$ cat src/rtl/rhw_ram.sv
// ----------------------------------------------------------------------------
// rhw_ram: generic simple dual-port RAM
// One write port and one read port; the read data is registered.
// ----------------------------------------------------------------------------
module rhw_ram #(
   parameter int WIDTH = 32,
   parameter int DEPTH = 64
) (
   input  logic                                        clock,
   input  logic                                        wr_en,
   input  logic [((DEPTH > 1) ? $clog2(DEPTH) : 1)-1:0] wr_addr,
   input  logic [WIDTH-1:0]                            wr_data,
   input  logic [((DEPTH > 1) ? $clog2(DEPTH) : 1)-1:0] rd_addr,
   output logic [WIDTH-1:0]                            rd_data
);

   logic [WIDTH-1:0] mem_ff [DEPTH];
   logic [WIDTH-1:0] rd_data_ff;

   // Write port and registered read port.
   always_ff @(posedge clock) begin
      if (wr_en) begin
         mem_ff[wr_addr] <= wr_data;
      end
      rd_data_ff <= mem_ff[rd_addr];
   end

   assign rd_data = rd_data_ff;

endmodule

$ cat config.mk
export PLATFORM = sky130hd
export DESIGN_NAME = rhw_ram
export DESIGN_NICKNAME = d
export VERILOG_FILES = /design/src/rtl/rhw_ram.sv
export SDC_FILE = /design/constraint.sdc
export NUM_CORES = 2
export LEC_CHECK = 0
export BUFFER_PORTS_ARGS = -buffer_cell sky130_fd_sc_hd__buf_4
export CORE_UTILIZATION = 45
export DETAILED_ROUTE_END_ITERATION = 10
export PLACE_DENSITY_LB_ADDON = 0.1
export SYNTH_ARGS = -nofsm -noshare
export SYNTH_HDL_FRONTEND = slang
export SYNTH_SLANG_ARGS = --single-unit
$ cat constraint.sdc
create_clock -name clock -period 6.3 [get_ports clock]
set_input_delay 0 -clock clock [delete_from_list [all_inputs] [get_ports clock]]
set_output_delay 0 -clock clock [all_outputs]
set_load 0.01 [all_outputs]
* After elaboration in Yosys (flattened, before gate mapping)
Memory sizes are Yosys's and may differ from the RTL's. A register that Yosys moved wholly into a read port is not among the register bits.
Index checks and enable logic that the tools add are counted.
** Word-level totals
- Memory bits (writable) :: 2048
- Logic and storage cells :: 3
- Memories :: 1
- Flip-flop bits (word level) :: 0
** Cells by class
- Multiplexer cells :: 2
** Memory list
- mem_ff :: depth 64, width 32, read ports 1, clocked after Yosys merged registers in 1, write ports 1, line 17 : logic [WIDTH-1:0] mem_ff [DEPTH];
** Operators by type and width (count)
- two-way mux 1 bit :: 2

* Longest topological paths before layout
- Word-level depth :: 2
- Gate-level depth with buffers :: 10
- Mapped depth without buffers :: 5

* Worst setup path before layout
Ideal clock, no wire load.
- Path type :: input port to flip-flop
- From :: input wr_addr[3] (netlist name)
- To :: memory mem_ff[48][0] (enable)
- Setup slack :: 3.140 ns
- Data arrival time :: 2.699 ns
- Stages :: 4
- Cells stage by stage :: clkbuf_1 -> nor2b_1 -> nand4b_1 -> nor3_1
** RTL lines
- start: declaration :: line 11 : input logic [((DEPTH > 1) ? $clog2(DEPTH) : 1)-1:0] wr_addr,
- end: declaration :: line 17
Straight into the memory's write port.

==> run_results.csv <==
group,metric,value,unit
yosys,netlist_instances,3324,
floorplanning,pin_count,78,
critical_path,crit_type,"input port to register",
cells_and_area,area_delta_synth_final,13.85,%
grt,grt_pass1_wl,298600,um
power_and_ir_drop,p_leak,27.65,nW
power_and_ir_drop,vdd_drop_max,0.2650,mV
outcome,outcome,"complete, no violations",
critical_path,worstPathCellList,"buf_8, buf_12, nand2b_1, o22ai_1, nor2_1, a21oi_1, nor2_1",
sta,rsz0062_at_grt,"no",
yosys,syn_area,78520,sq um
floorplanning,die_w,419.7,um
yosys,synth_seq_area_share,0.7914,
sta,max_freq,0.3380,GHz
clock_network,htreeDepth,4,
sta,fin_crit,2.958,ns
detailed_routing,drt_first_pass_iters,5,
clock_network,cts_root_buf,"clkbuf_16",
detailed_routing,drt_iter0_markers,5090,
power_and_ir_drop,pwr_density_cell,320.9,nW/um^2
clock_network,max-clock-path-buffers,3,
critical_path,startpoint,"rd_addr[2]",
power_and_ir_drop,power.total,28.69,mW
yosys,ys_types,34,
detailed_routing,via_per_inst,6.140,
clock_network,numCtsBuffers,204,
clock_network,clk_latency,0.84,ns
yosys,synth_top_area_share,0.7833,
detailed_routing,drc_errors,0,
yosys,syn_nets,3370,
critical_path,cpMaxStageDelayCell,"nand2b_1",
floorplanning,start_util,0.4552,
critical_path,start_kind,"input port",
grt,grt_max_degree,106,
critical_path,arrival,3.63,ns
grt,grt_pass1_vias,37580,
floorplanning,fp.dieH,419.7,um
floorplanning,core-area,172500,sq um
cells_and_area,nNetsFinal,3613,
detailed_routing,wl_per_cell,35.52,um
detailed_routing,num_vias,37220,
yosys,synthTopCellsByArea,"edfxtp_1, mux4_2, mux2i_1, dfxtp_1, o22ai_1",
grt,track_usage,0.2484,
clock_network,post-cts-setup-buffer-count,0,
critical_path,rr_worst_depth,5,
yosys,ys.flop_type,"edfxtp_1",
critical_path,critPathMaxStageDelay,0.88,ns
critical_path,crit_cells,7,
detailed_routing,drtAntennaViolNets,0,
sta,period_share,0.4696,
critical_path,endpoint_kind,"register",
detailed_routing,wl,215300,um
yosys,ys_ff_latch,2080,
critical_path,reg2reg_from,"mem_ff[14][5]",
critical_path,cp_max_fo,99,
critical_path,crit_required,6.97,ns
yosys,yosys_warnings,0,
sta,maxSlewViolCount,0,
sta,relSlewSlack,0.1078,
grt,overflow,0,
yosys,synth_edf_count,2048,
clock_network,clk_pin_slew_worst_paths,0.06,ns
critical_path,rrSetupSlack,3.85,ns
cells_and_area,fillers,13310,
grt,antenna_found_initial,14,
critical_path,cp_top_family,"compound AO/OA/AOI/OAI gates",
yosys,synth_most_common_cell,"edfxtp_1",
worst_hold_path,min_path_type,"input port to register",
yosys,syn_avg_cell_area,23.62,sq um
clock_network,cts_resized,0,
yosys,synth_top_area_cell,"edfxtp_1",
cells_and_area,drive_above_1_share,0.2857,
cells_and_area,multi_input_area,15980,sq um
floorplanning,die-area,176200,sq um
place,port-buffer-count,77,
clock_network,clock_sinks,2080,
sta,fin_tns_setup,0,ns
worst_hold_path,min-delay-start,"rd_addr[5]",
worst_hold_path,hold_path_depth,4,
clock_network,tritoncts,"built",
yosys,ys_top_cells_by_count,"edfxtp_1, mux4_2, nor2_1",
sta,clock_skew,0.02477,ns
floorplanning,rows,152,
sta,hold_violations,0,
place,gp_congestion,0.7667,
sta,worst_pin_slew,1.329,ns
cells_and_area,seq_area,62140,sq um
run,maxCapViolCount,0,
critical_path,crit_buf_inv,2,
place,dp_hpwl,117400,um
critical_path,timing.critical_path.mode_cell,"nor2_1",
yosys,async_reset_ff_frac,0,
sta,setup_viol,0,
[area by class of cell]
cell class                 count  area share
clock inverter               111     0.01104
timing repair buffer         219     0.02137
clock buffer                 273     0.06117
tap                         2310     0.03233
antenna                        7   0.0001960
multi-input combinational   1062      0.1787
sequential                  2080      0.6952
[routing by layer]
metal / track usage / part of all wire / up-vias
li1: - / - / 14800
met1: 0.3508 / 0.41 / 20490
met2: 0.3967 / 0.48 / 1619
met3: 0.04321 / 0.077 / 308
met4: 0.07714 / 0.031 / 4
met5: 0 / 0.00014 / -
[final timing paths]
kind | endpoint
min reg2reg | rd_data[20]
max reg2reg | rd_data[5]
min | rd_data[18]
max | rd_data[22]
[what timing repair did]
item                       4_1_cts  5_1_grt
hold buffers                    41        0
hold endpoints to repair      2139        0
setup endpoints to repair        0        0
[where the power goes]
group          total [mW]  switching, mW  internal (mW)
combinational        1.45          0.909          0.537
clock                11.9           5.14           6.71
sequential           15.4         0.0630           15.3
[through the flow]
step | instances | utilization | setup WS [ns] | hold WS [ns] | instance area (sq um)
floorplan | 3324 | - | 3.140 | 0.09887 | 78520
global placement | 5630 | 0.4783 | 2.430 | 0.4128 | 82510
detailed placement | 5630 | 0.4783 | 2.439 | 0.4131 | 82510
CTS | 6055 | 0.5181 | 3.346 | 0.0009616 | 89370
global route | 6055 | 0.5181 | 3.268 | 0.004396 | 89370
finish | 6062 | 0.5182 | 3.342 | 0.03565 | 89390
[worst min-delay path, stage by stage]
cell and delay, ns:
buf_4 0.22, nand3b_1 0.15, a31oi_1 0.26, nor2_1 0.14
[cells by family (layout without fill, tap and decap cells)]
| logic type | after synthesis | in the layout | synth area share |
|---|---|---|---|
| flip-flops | 2080 | 2080 | 0.7914 |
| multiplexers | 637 | 637 | 0.1679 |
| AND/OR/NAND/NOR | 223 | 223 | 0.01265 |
| AO/OA/AOI/OAI | 202 | 202 | 0.01673 |
| buffers and inverters | 182 | 603 | 0.01128 |
| other | 0 | 7 | 0 |
[flip-flops by register name, indices dropped and copies added (netlist names)]
name	flops
mem_ff	2048
rd_data	32
[layout by cell type, fill, tap and decap left out, drive strengths merged, types with 10 or more instances in the layout]
cell type	synthesis	layout
mux2i	93	93
a22oi	12	12
clkbuf	74	273
o22ai	84	84
o221ai	27	27
dfxtp	32	32
edfxtp	2048	2048
nor2	137	137
a21oi	62	62
clkinv	0	84
mux4	544	544
bufinv	0	15
buf	108	178
dlygate4sd3	0	41
nand2	26	26
inv	0	10
nor2b	15	15
No activity file was read; power rests on OpenSTA's default activity.
