### src/rtl/rhw_pkg.sv
// ----------------------------------------------------------------------------
// rhw_pkg: shared definitions for the robust Holt-Winters smoother
// Ring sizing, register indexes, the control word of the iterative
// divide / square-root unit and the 32-bit saturation helper.
// ----------------------------------------------------------------------------
package rhw_pkg;

   // Seasonal ring sizing.
   localparam int SEASON_MAX = 64;
   localparam int RING_AW    = (SEASON_MAX > 1) ? $clog2(SEASON_MAX) : 1;
   localparam int LEN_W      = $clog2(SEASON_MAX + 1);

   // Configuration register indexes.
   localparam logic [2:0] CSR_ALPHA      = 3'd0;
   localparam logic [2:0] CSR_BETA       = 3'd1;
   localparam logic [2:0] CSR_GAMMA      = 3'd2;
   localparam logic [2:0] CSR_SEASON_LEN = 3'd3;
   localparam logic [2:0] CSR_LEVEL_INIT = 3'd4;
   localparam logic [2:0] CSR_TREND_INIT = 3'd5;
   localparam logic [2:0] CSR_SIGMA_INIT = 3'd6;
   localparam logic [2:0] CSR_SKIP       = 3'd7;

   // Control word of the shared divide / square-root unit.
   typedef struct packed {
      logic start;
      logic sqrt_mode;
   } iter_ctl_type;

   // Saturate a wide signed value to 32 signed bits.
   function automatic logic signed [31:0] sat32(input logic signed [67:0] v);
      logic signed [67:0] hi;
      logic signed [67:0] lo;
      hi = 68'sd2147483647;
      lo = -68'sd2147483648;
      if (v > hi) begin
         return 32'sh7fffffff;
      end else if (v < lo) begin
         return 32'sh80000000;
      end else begin
         return v[31:0];
      end
   endfunction

endpackage

### src/rtl/rhw_iter.sv
// ----------------------------------------------------------------------------
// rhw_iter: shared restoring divide / square-root unit
// One compare-and-subtract per cycle. Divide mode gives (num << 30) / den
// for num <= den; square-root mode gives floor(sqrt(num << 30)).
// ----------------------------------------------------------------------------
module rhw_iter import rhw_pkg::*; (
   input  logic         clock,
   input  logic         reset,
   input  iter_ctl_type ctl,
   input  logic [31:0]  num,
   input  logic [31:0]  den,
   output logic         busy,
   output logic [30:0]  res
);

   localparam int STEPS = 31;

   logic        busy_ff, busy_in;
   logic [4:0]  cnt_ff, cnt_in;
   logic        mode_ff, mode_in;
   logic [32:0] rem_ff, rem_in;
   logic [61:0] sh_ff, sh_in;
   logic [31:0] den_ff, den_in;
   logic [30:0] res_ff, res_in;

   logic [34:0] cand;
   logic [34:0] trial;
   logic [34:0] diff;
   logic        ge;

   // One restoring step: bring in the next digit, try the subtraction.
   always_comb begin
      cand  = mode_ff ? {rem_ff, sh_ff[61:60]} : {1'b0, rem_ff, sh_ff[61]};
      trial = mode_ff ? {2'b00, res_ff, 2'b01} : {3'b000, den_ff};
      diff  = cand - trial;
      ge    = (cand >= trial);

      busy_in = busy_ff;
      cnt_in  = cnt_ff;
      mode_in = mode_ff;
      rem_in  = rem_ff;
      sh_in   = sh_ff;
      den_in  = den_ff;
      res_in  = res_ff;

      if (ctl.start) begin
         busy_in = 1'b1;
         cnt_in  = '0;
         mode_in = ctl.sqrt_mode;
         den_in  = den;
         res_in  = '0;
         if (ctl.sqrt_mode) begin
            rem_in = '0;
            sh_in  = {num, 30'd0};
         end else begin
            rem_in = {2'b00, num[31:1]};
            sh_in  = {num[0], 61'd0};
         end
      end else if (busy_ff) begin
         rem_in = ge ? diff[32:0] : cand[32:0];
         res_in = {res_ff[29:0], ge};
         sh_in  = mode_ff ? {sh_ff[59:0], 2'b00} : {sh_ff[60:0], 1'b0};
         cnt_in = cnt_ff + 5'd1;
         if (cnt_ff == 5'(STEPS - 1)) begin
            busy_in = 1'b0;
         end
      end
   end

   // Control state.
   always_ff @(posedge clock) begin
      if (reset) begin
         busy_ff <= 1'b0;
      end else begin
         busy_ff <= busy_in;
      end
   end

   // Datapath registers.
   always_ff @(posedge clock) begin
      cnt_ff  <= cnt_in;
      mode_ff <= mode_in;
      rem_ff  <= rem_in;
      sh_ff   <= sh_in;
      den_ff  <= den_in;
      res_ff  <= res_in;
   end

   assign busy = busy_ff;
   assign res  = res_ff;

endmodule

### config.mk
export PLATFORM = sky130hd
export DESIGN_NAME = rhw_iter
export DESIGN_NICKNAME = d
export VERILOG_FILES = /design/src/rtl/rhw_pkg.sv /design/src/rtl/rhw_iter.sv
export SDC_FILE = /design/constraint.sdc
export NUM_CORES = 1
export LEC_CHECK = 0
export BUFFER_PORTS_ARGS = -buffer_cell sky130_fd_sc_hd__buf_2
export CORE_MARGIN = 3
export CORE_UTILIZATION = 40
export CTS_BUF_LIST = sky130_fd_sc_hd__clkbuf_8
export DETAILED_ROUTE_END_ITERATION = 10
export GPL_ROUTABILITY_DRIVEN = 0
export SETUP_SLACK_MARGIN = 0.4
export SLEW_MARGIN = 5
export SYNTH_ARGS = -nofsm -noshare
export SYNTH_HDL_FRONTEND = slang
export SYNTH_SLANG_ARGS = --single-unit
### constraint.sdc
create_clock -name clock -period 6.7 [get_ports clock]
set_input_delay 1.34 -clock clock [delete_from_list [all_inputs] [get_ports clock]]
set_output_delay 1.34 -clock clock [all_outputs]
set_load 0.01 [all_outputs]
# After elaboration in Yosys (flattened, before gate mapping)
# Cells that the tools add are included.
# Widths: inputs -> output; s select.
word_totals:
  elab_cells: 25
  mem_count: 0
  latch_bits: 0
  out_inout_bits: 32
  register_bits: 165
  mem_bits_ro: 0
  mem_bits_rw: 0
op_classes:
  addsub: 2
  div: 0
  reduce_logical: 1
  bitwise: 0
  n_eq_ne: 1
  multipliers: 0
  muxes: 13
  order_cmp: 1
  n_shift: 0
op_table:
  columns: ["cell", "n"]
  rows:
  - ["$mux 62", 4]
  - ["$mux 33", 4]
  - ["$ge 35x33->1", 1]
  - ["$mux 35", 1]
  - ["$sub 33x33->33", 1]
  - ["$mux 31", 1]
  - ["$add 5x1->5 const B", 1]
  - ["$eq 5x5->1 const B", 1]
  - ["$mux 1", 3]
  - ["$reduce_bool 2->1", 1]

# Longest topological paths before layout
depth:
  ltp_word: 5
  depth_mapped: 18
  mapped_depth_nobuf: 12

# Worst setup path after synthesis
# OpenSTA, ideal clock, no wires.
synth_path:
  kind: "reg2reg"
  startpoint: "register mode_ff"
  endpoint: "register rem_ff[20] (data pin)"
  path_buffers: 7
  stages_incl_launch_ff: 17
  setup_slack_ps: 2561
  arrival_ps: 3871
  cell_sequence: "edfxtp_1 -> clkbuf_1 -> buf_1 -> buf_2 -> buf_1 -> mux2i_1 -> ha_1 -> buf_2 -> nor2_1 -> or3_4 -> a21oi_4 -> a31oi_2 -> o311a_4 -> buf_6 -> buf_6 -> o31ai_1 -> o22ai_1"
synth_between:
  elab_chain_cells: 5
  word_cells_on_any_way: 7
  cone_classes: "add/sub: 1; order compare: 1; mux: 5"
synth_lines:
  columns: ["element", "line_no", "rtl"]
  rows:
  - ["start: declaration", "rhw_iter.sv:20", "logic mode_ff, mode_in;"]
  - ["start signal: assignment", "rhw_iter.sv:82", "mode_ff <= mode_in;"]
  - ["$mux 35 or $mux 33 (tied branches)", "rhw_iter.sv:33, rhw_iter.sv:34", null]
  - ["$sub 33x33->33 or $ge 35x33->1 (tied branches)", "rhw_iter.sv:35, rhw_iter.sv:36", null]
  - ["$mux 33 (*)", "rhw_iter.sv:60", "rem_in = ge ? diff[32:0] : cand[32:0];"]
  - ["$mux 33 (*)", "rhw_iter.sv:59", "end else if (busy_ff) begin"]
  - ["$mux 33 (*)", "rhw_iter.sv:46", "if (ctl.start) begin"]
  - ["via rem_in[20]", "rhw_iter.sv:21", "logic [32:0] rem_ff, rem_in;"]
  - ["end signal: assignment", "rhw_iter.sv:83", "rem_ff <= rem_in;"]
  - ["end: declaration", "rhw_iter.sv:21", null]
# Mark *: on every way through the listed nets, which the timed path passes. The rest lies on a longest branch. The select of a mux whose other input is x is not followed.
# A chain may end at the register's enable or synchronous reset.

# Worst setup path after layout
layout_path:
  startpoint: "register mode_ff"
  endpoint: "register rem_ff[26] (data pin)"
# Same word-level chain as after synthesis.

==> results_dict.tcl <==
set metrics [dict create \
    fp.dieW_microns 148.8 \
    synth_area_leaders "edfxtp_1, mux2i_1, dfxtp_1" \
    synth_warnings 0 \
    post_cts_buffers 0 \
    synth_area_leader_cell "edfxtp_1" \
    pwr-share-clk_pct 20.5 \
    power_density_nw_per_um2 397.1 \
    rr_endpoint "rem_ff[26]" \
    synthCells 793 \
    ff2ff_path_depth 11 \
    drc 0 \
    ioPinCount 100 \
    ys_seq_elements 135 \
    sw_frac_of_total_pct 38.32 \
    hold_viol_final 0 \
    cts_resized 0 \
    comb_power_share_pct 48.3 \
    antenna_found_initial 0 \
    crit_path_max_fanout 59 \
    n_antenna_cell 0 \
    port_buffers 99 \
    start_util_pct 41.36 \
    worstMarginPinSlew_ps 1002 \
    gr-total-overflow 0 \
    synth-edff-count 98 \
    status "complete, no violations" \
    synth_ff_type "edfxtp_1" \
    dieArea_sq_um 22140 \
    startpoint "mode_ff" \
    cp-end-kind "flop" \
    clockBufferDepth 2 \
    ys_seq_area_share_pct 45.17 \
    period_needed_ps 4494 \
    hp-start "cnt_ff[1]" \
    rsz0062_at_grt "no" \
    place_ws_ps 2237 \
    power_switching_mw 1.412 \
    hold_class "reg2reg" \
    grt_max_degree 78 \
    required_ps 6990 \
    drtIter0Drc 453 \
    fillers 1834 \
    tns_ps 0 \
    cp-start-kind "flop" \
    regToRegStartpoint "mode_ff" \
    core_sq_um 19720 \
    clk_latency_ps 450 \
    final_nets 974 \
    drive_gt1_share_pct 20.84 \
    synth_top_area_share_pct 36.08 \
    clk_pin_slew_worst_paths_ps 80 \
    grt_pass1_wl_mm 31.40 \
    dr.pass1.iters 5 \
    r2r_slack_ps 2210 \
    ant_nets 0 \
    track_usage_pct 17.86 \
    dpl.hpwl_mm 14.11 \
    syn_nets 897 \
    min_period_over_period_pct 67.08 \
    num_vias 6154 \
    drv_slew 0 \
    clockRootBuffer "clkbuf_8" \
    area_growth_pct 13.82 \
    syn_area_sq_um 8155 \
    synth.distinct_cells 61 \
    synth_most_common_cell "mux2i_1" \
    cts.sinks 135 \
    die_y_microns 148.8 \
    finalPower_mw 3.686 \
    crit_type "reg2reg" \
    p_leak_nw 3.816 \
    max-cap-violations 0 \
    grt_pass1_vias 5848 \
    synth_area_per_cell_sq_um 10.28 \
    totalWireLength_mm 19.73 \
    cts-buffers-inserted 17 \
    rows 51 \
    finClkSkew_ps 13.94 \
    wl_per_cell_microns 17.18 \
    cts_tree "built" \
    max_slew_margin_pct 32.77 \
    endpoint "rem_ff[26]" \
    cp_data_arrival_time_ps 4780 \
    setup_ws_ps 2206 \
    h-tree-depth 4 \
    setup_viol 0 \
    worst_ir_drop_vdd_mv 0.1641 \
    viasPerCell 5.361 \
    async_flop_share_pct 0 \
    p_int_mw 2.273 \
    seqPwrFrac_pct 31.2 \
    max_freq_mhz 222.5 \
    ctsHoldBuffers 0 \
    synth.top_cells.by_count "mux2i_1, edfxtp_1, nand2_1" \
]
==> layout by cell type, fill, tap and decap left out, types with 6 or more instances in the layout <==
| master | instances |
|---|---|
| a21o_1 | 6 |
| nor3_1 | 11 |
| nand2_1 | 74 |
| ha_1 | 35 |
| nand4_1 | 7 |
| or2_2 | 6 |
| buf_4 | 7 |
| clkbuf_8 | 21 |
| buf_2 | 98 |
| nor2_1 | 68 |
| xnor2_1 | 12 |
| nand2b_1 | 7 |
| edfxtp_1 | 98 |
| nor2b_1 | 9 |
| dfxtp_1 | 36 |
| inv_1 | 11 |
| mux2i_1 | 103 |
| a21oi_1 | 66 |
| nand3_1 | 7 |
| o21ai_1 | 8 |
| mux2_2 | 31 |
| xor2_1 | 19 |
| a211oi_1 | 8 |
| o21ai_0 | 57 |
| a22o_1 | 13 |
==> layout make-up <==
type	count	area, sq um	area share (%)
Clock inverter	11	155.1	1.671
Timing Repair Buffer	106	563.0	6.066
Tap cell	265	331.6	3.572
Multi-Input combinational cell	601	4225	45.52
Clock buffer	21	289.0	3.114
Inverter	9	33.78	0.3639
Sequential cell	135	3685	39.70
==> how the worst min path moves through the flow <==
| stage | cells past startpoint | to | slack, ps |
|---|---|---|---|
| 2_1_floorplan | 2 | cnt_ff[4] | 480 |
| 3_3_place_gp | 2 | cnt_ff[1] | 500 |
| 3_5_place_dp | 2 | cnt_ff[4] | 510 |
| 4_1_cts | 2 | cnt_ff[1] | 520 |
| 5_1_grt | 2 | cnt_ff[1] | 570 |
| 6_report | 2 | cnt_ff[1] | 520 |
==> kinds of logic (layout without fill, tap and decap cells) <==
logic type      Yosys count  count (layout)  share of synthesized area, %
mux                     135             135                         17.11
buf+inv                  57             147                         3.053
simple gates            208             208                         11.52
fa+ha+maj                36              36                         5.615
compound gates          191             191                         14.21
xor+xnor                 31              31                         3.329
flops                   135             135                         45.17
==> stage by stage <==
stage | cells | utilization, % | cell area [sq um] | hold WS [ps]
after floorplan | 793 | - | 8155 | 479.5
final | 1148 | 47.08 | 9283 | 521.7
after global placement | 1116 | 44.83 | 8838 | 501.9
after global routing | 1148 | 47.08 | 9283 | 565.4
after CTS | 1148 | 47.08 | 9283 | 521.7
after detailed placement | 1116 | 44.83 | 8838 | 505.3
==> worst max-delay path, cell delays in order (launching register included) <==
cell and delay [ps]:
edfxtp_1 730, buf_12 390, mux2_2 410, ha_1 370, a21o_1 230, o31ai_1 470
nand2_1 210, a31oi_2 240, o311a_4 640, nor3b_1 100, mux2_4 290, a211oi_2 190
==> state kept, by name, summed over array words and instances (netlist names) <==
signal,flops
res,31
mode_ff,1
busy,1
cnt_ff,5
den_ff,32
rem_ff,33
sh_ff,32
==> power by group through the flow <==
stage | logic, mW | registers (mW) | clock network, mW
after floorplan | 1.43 | 1.13 | 0
after global placement | 1.75 | 1.17 | 0
after detailed placement | 1.76 | 1.16 | 0
after CTS | 1.76 | 1.15 | 0.775
after global routing | 1.98 | 1.17 | 0.811
final | 1.78 | 1.15 | 0.754
==> routing by layer <==
metal / vias to the layer above / global-route usage (%) / wire length (microns)
li1: 3080 / - / -
met1: 2863 / 27.92 / 10130
met2: 192 / 24.73 / 8114
met3: 19 / 3.859 / 1254
met4: 0 / 4.989 / 229
met5: - / 0 / 0
(Power assumes the default switching activity.)
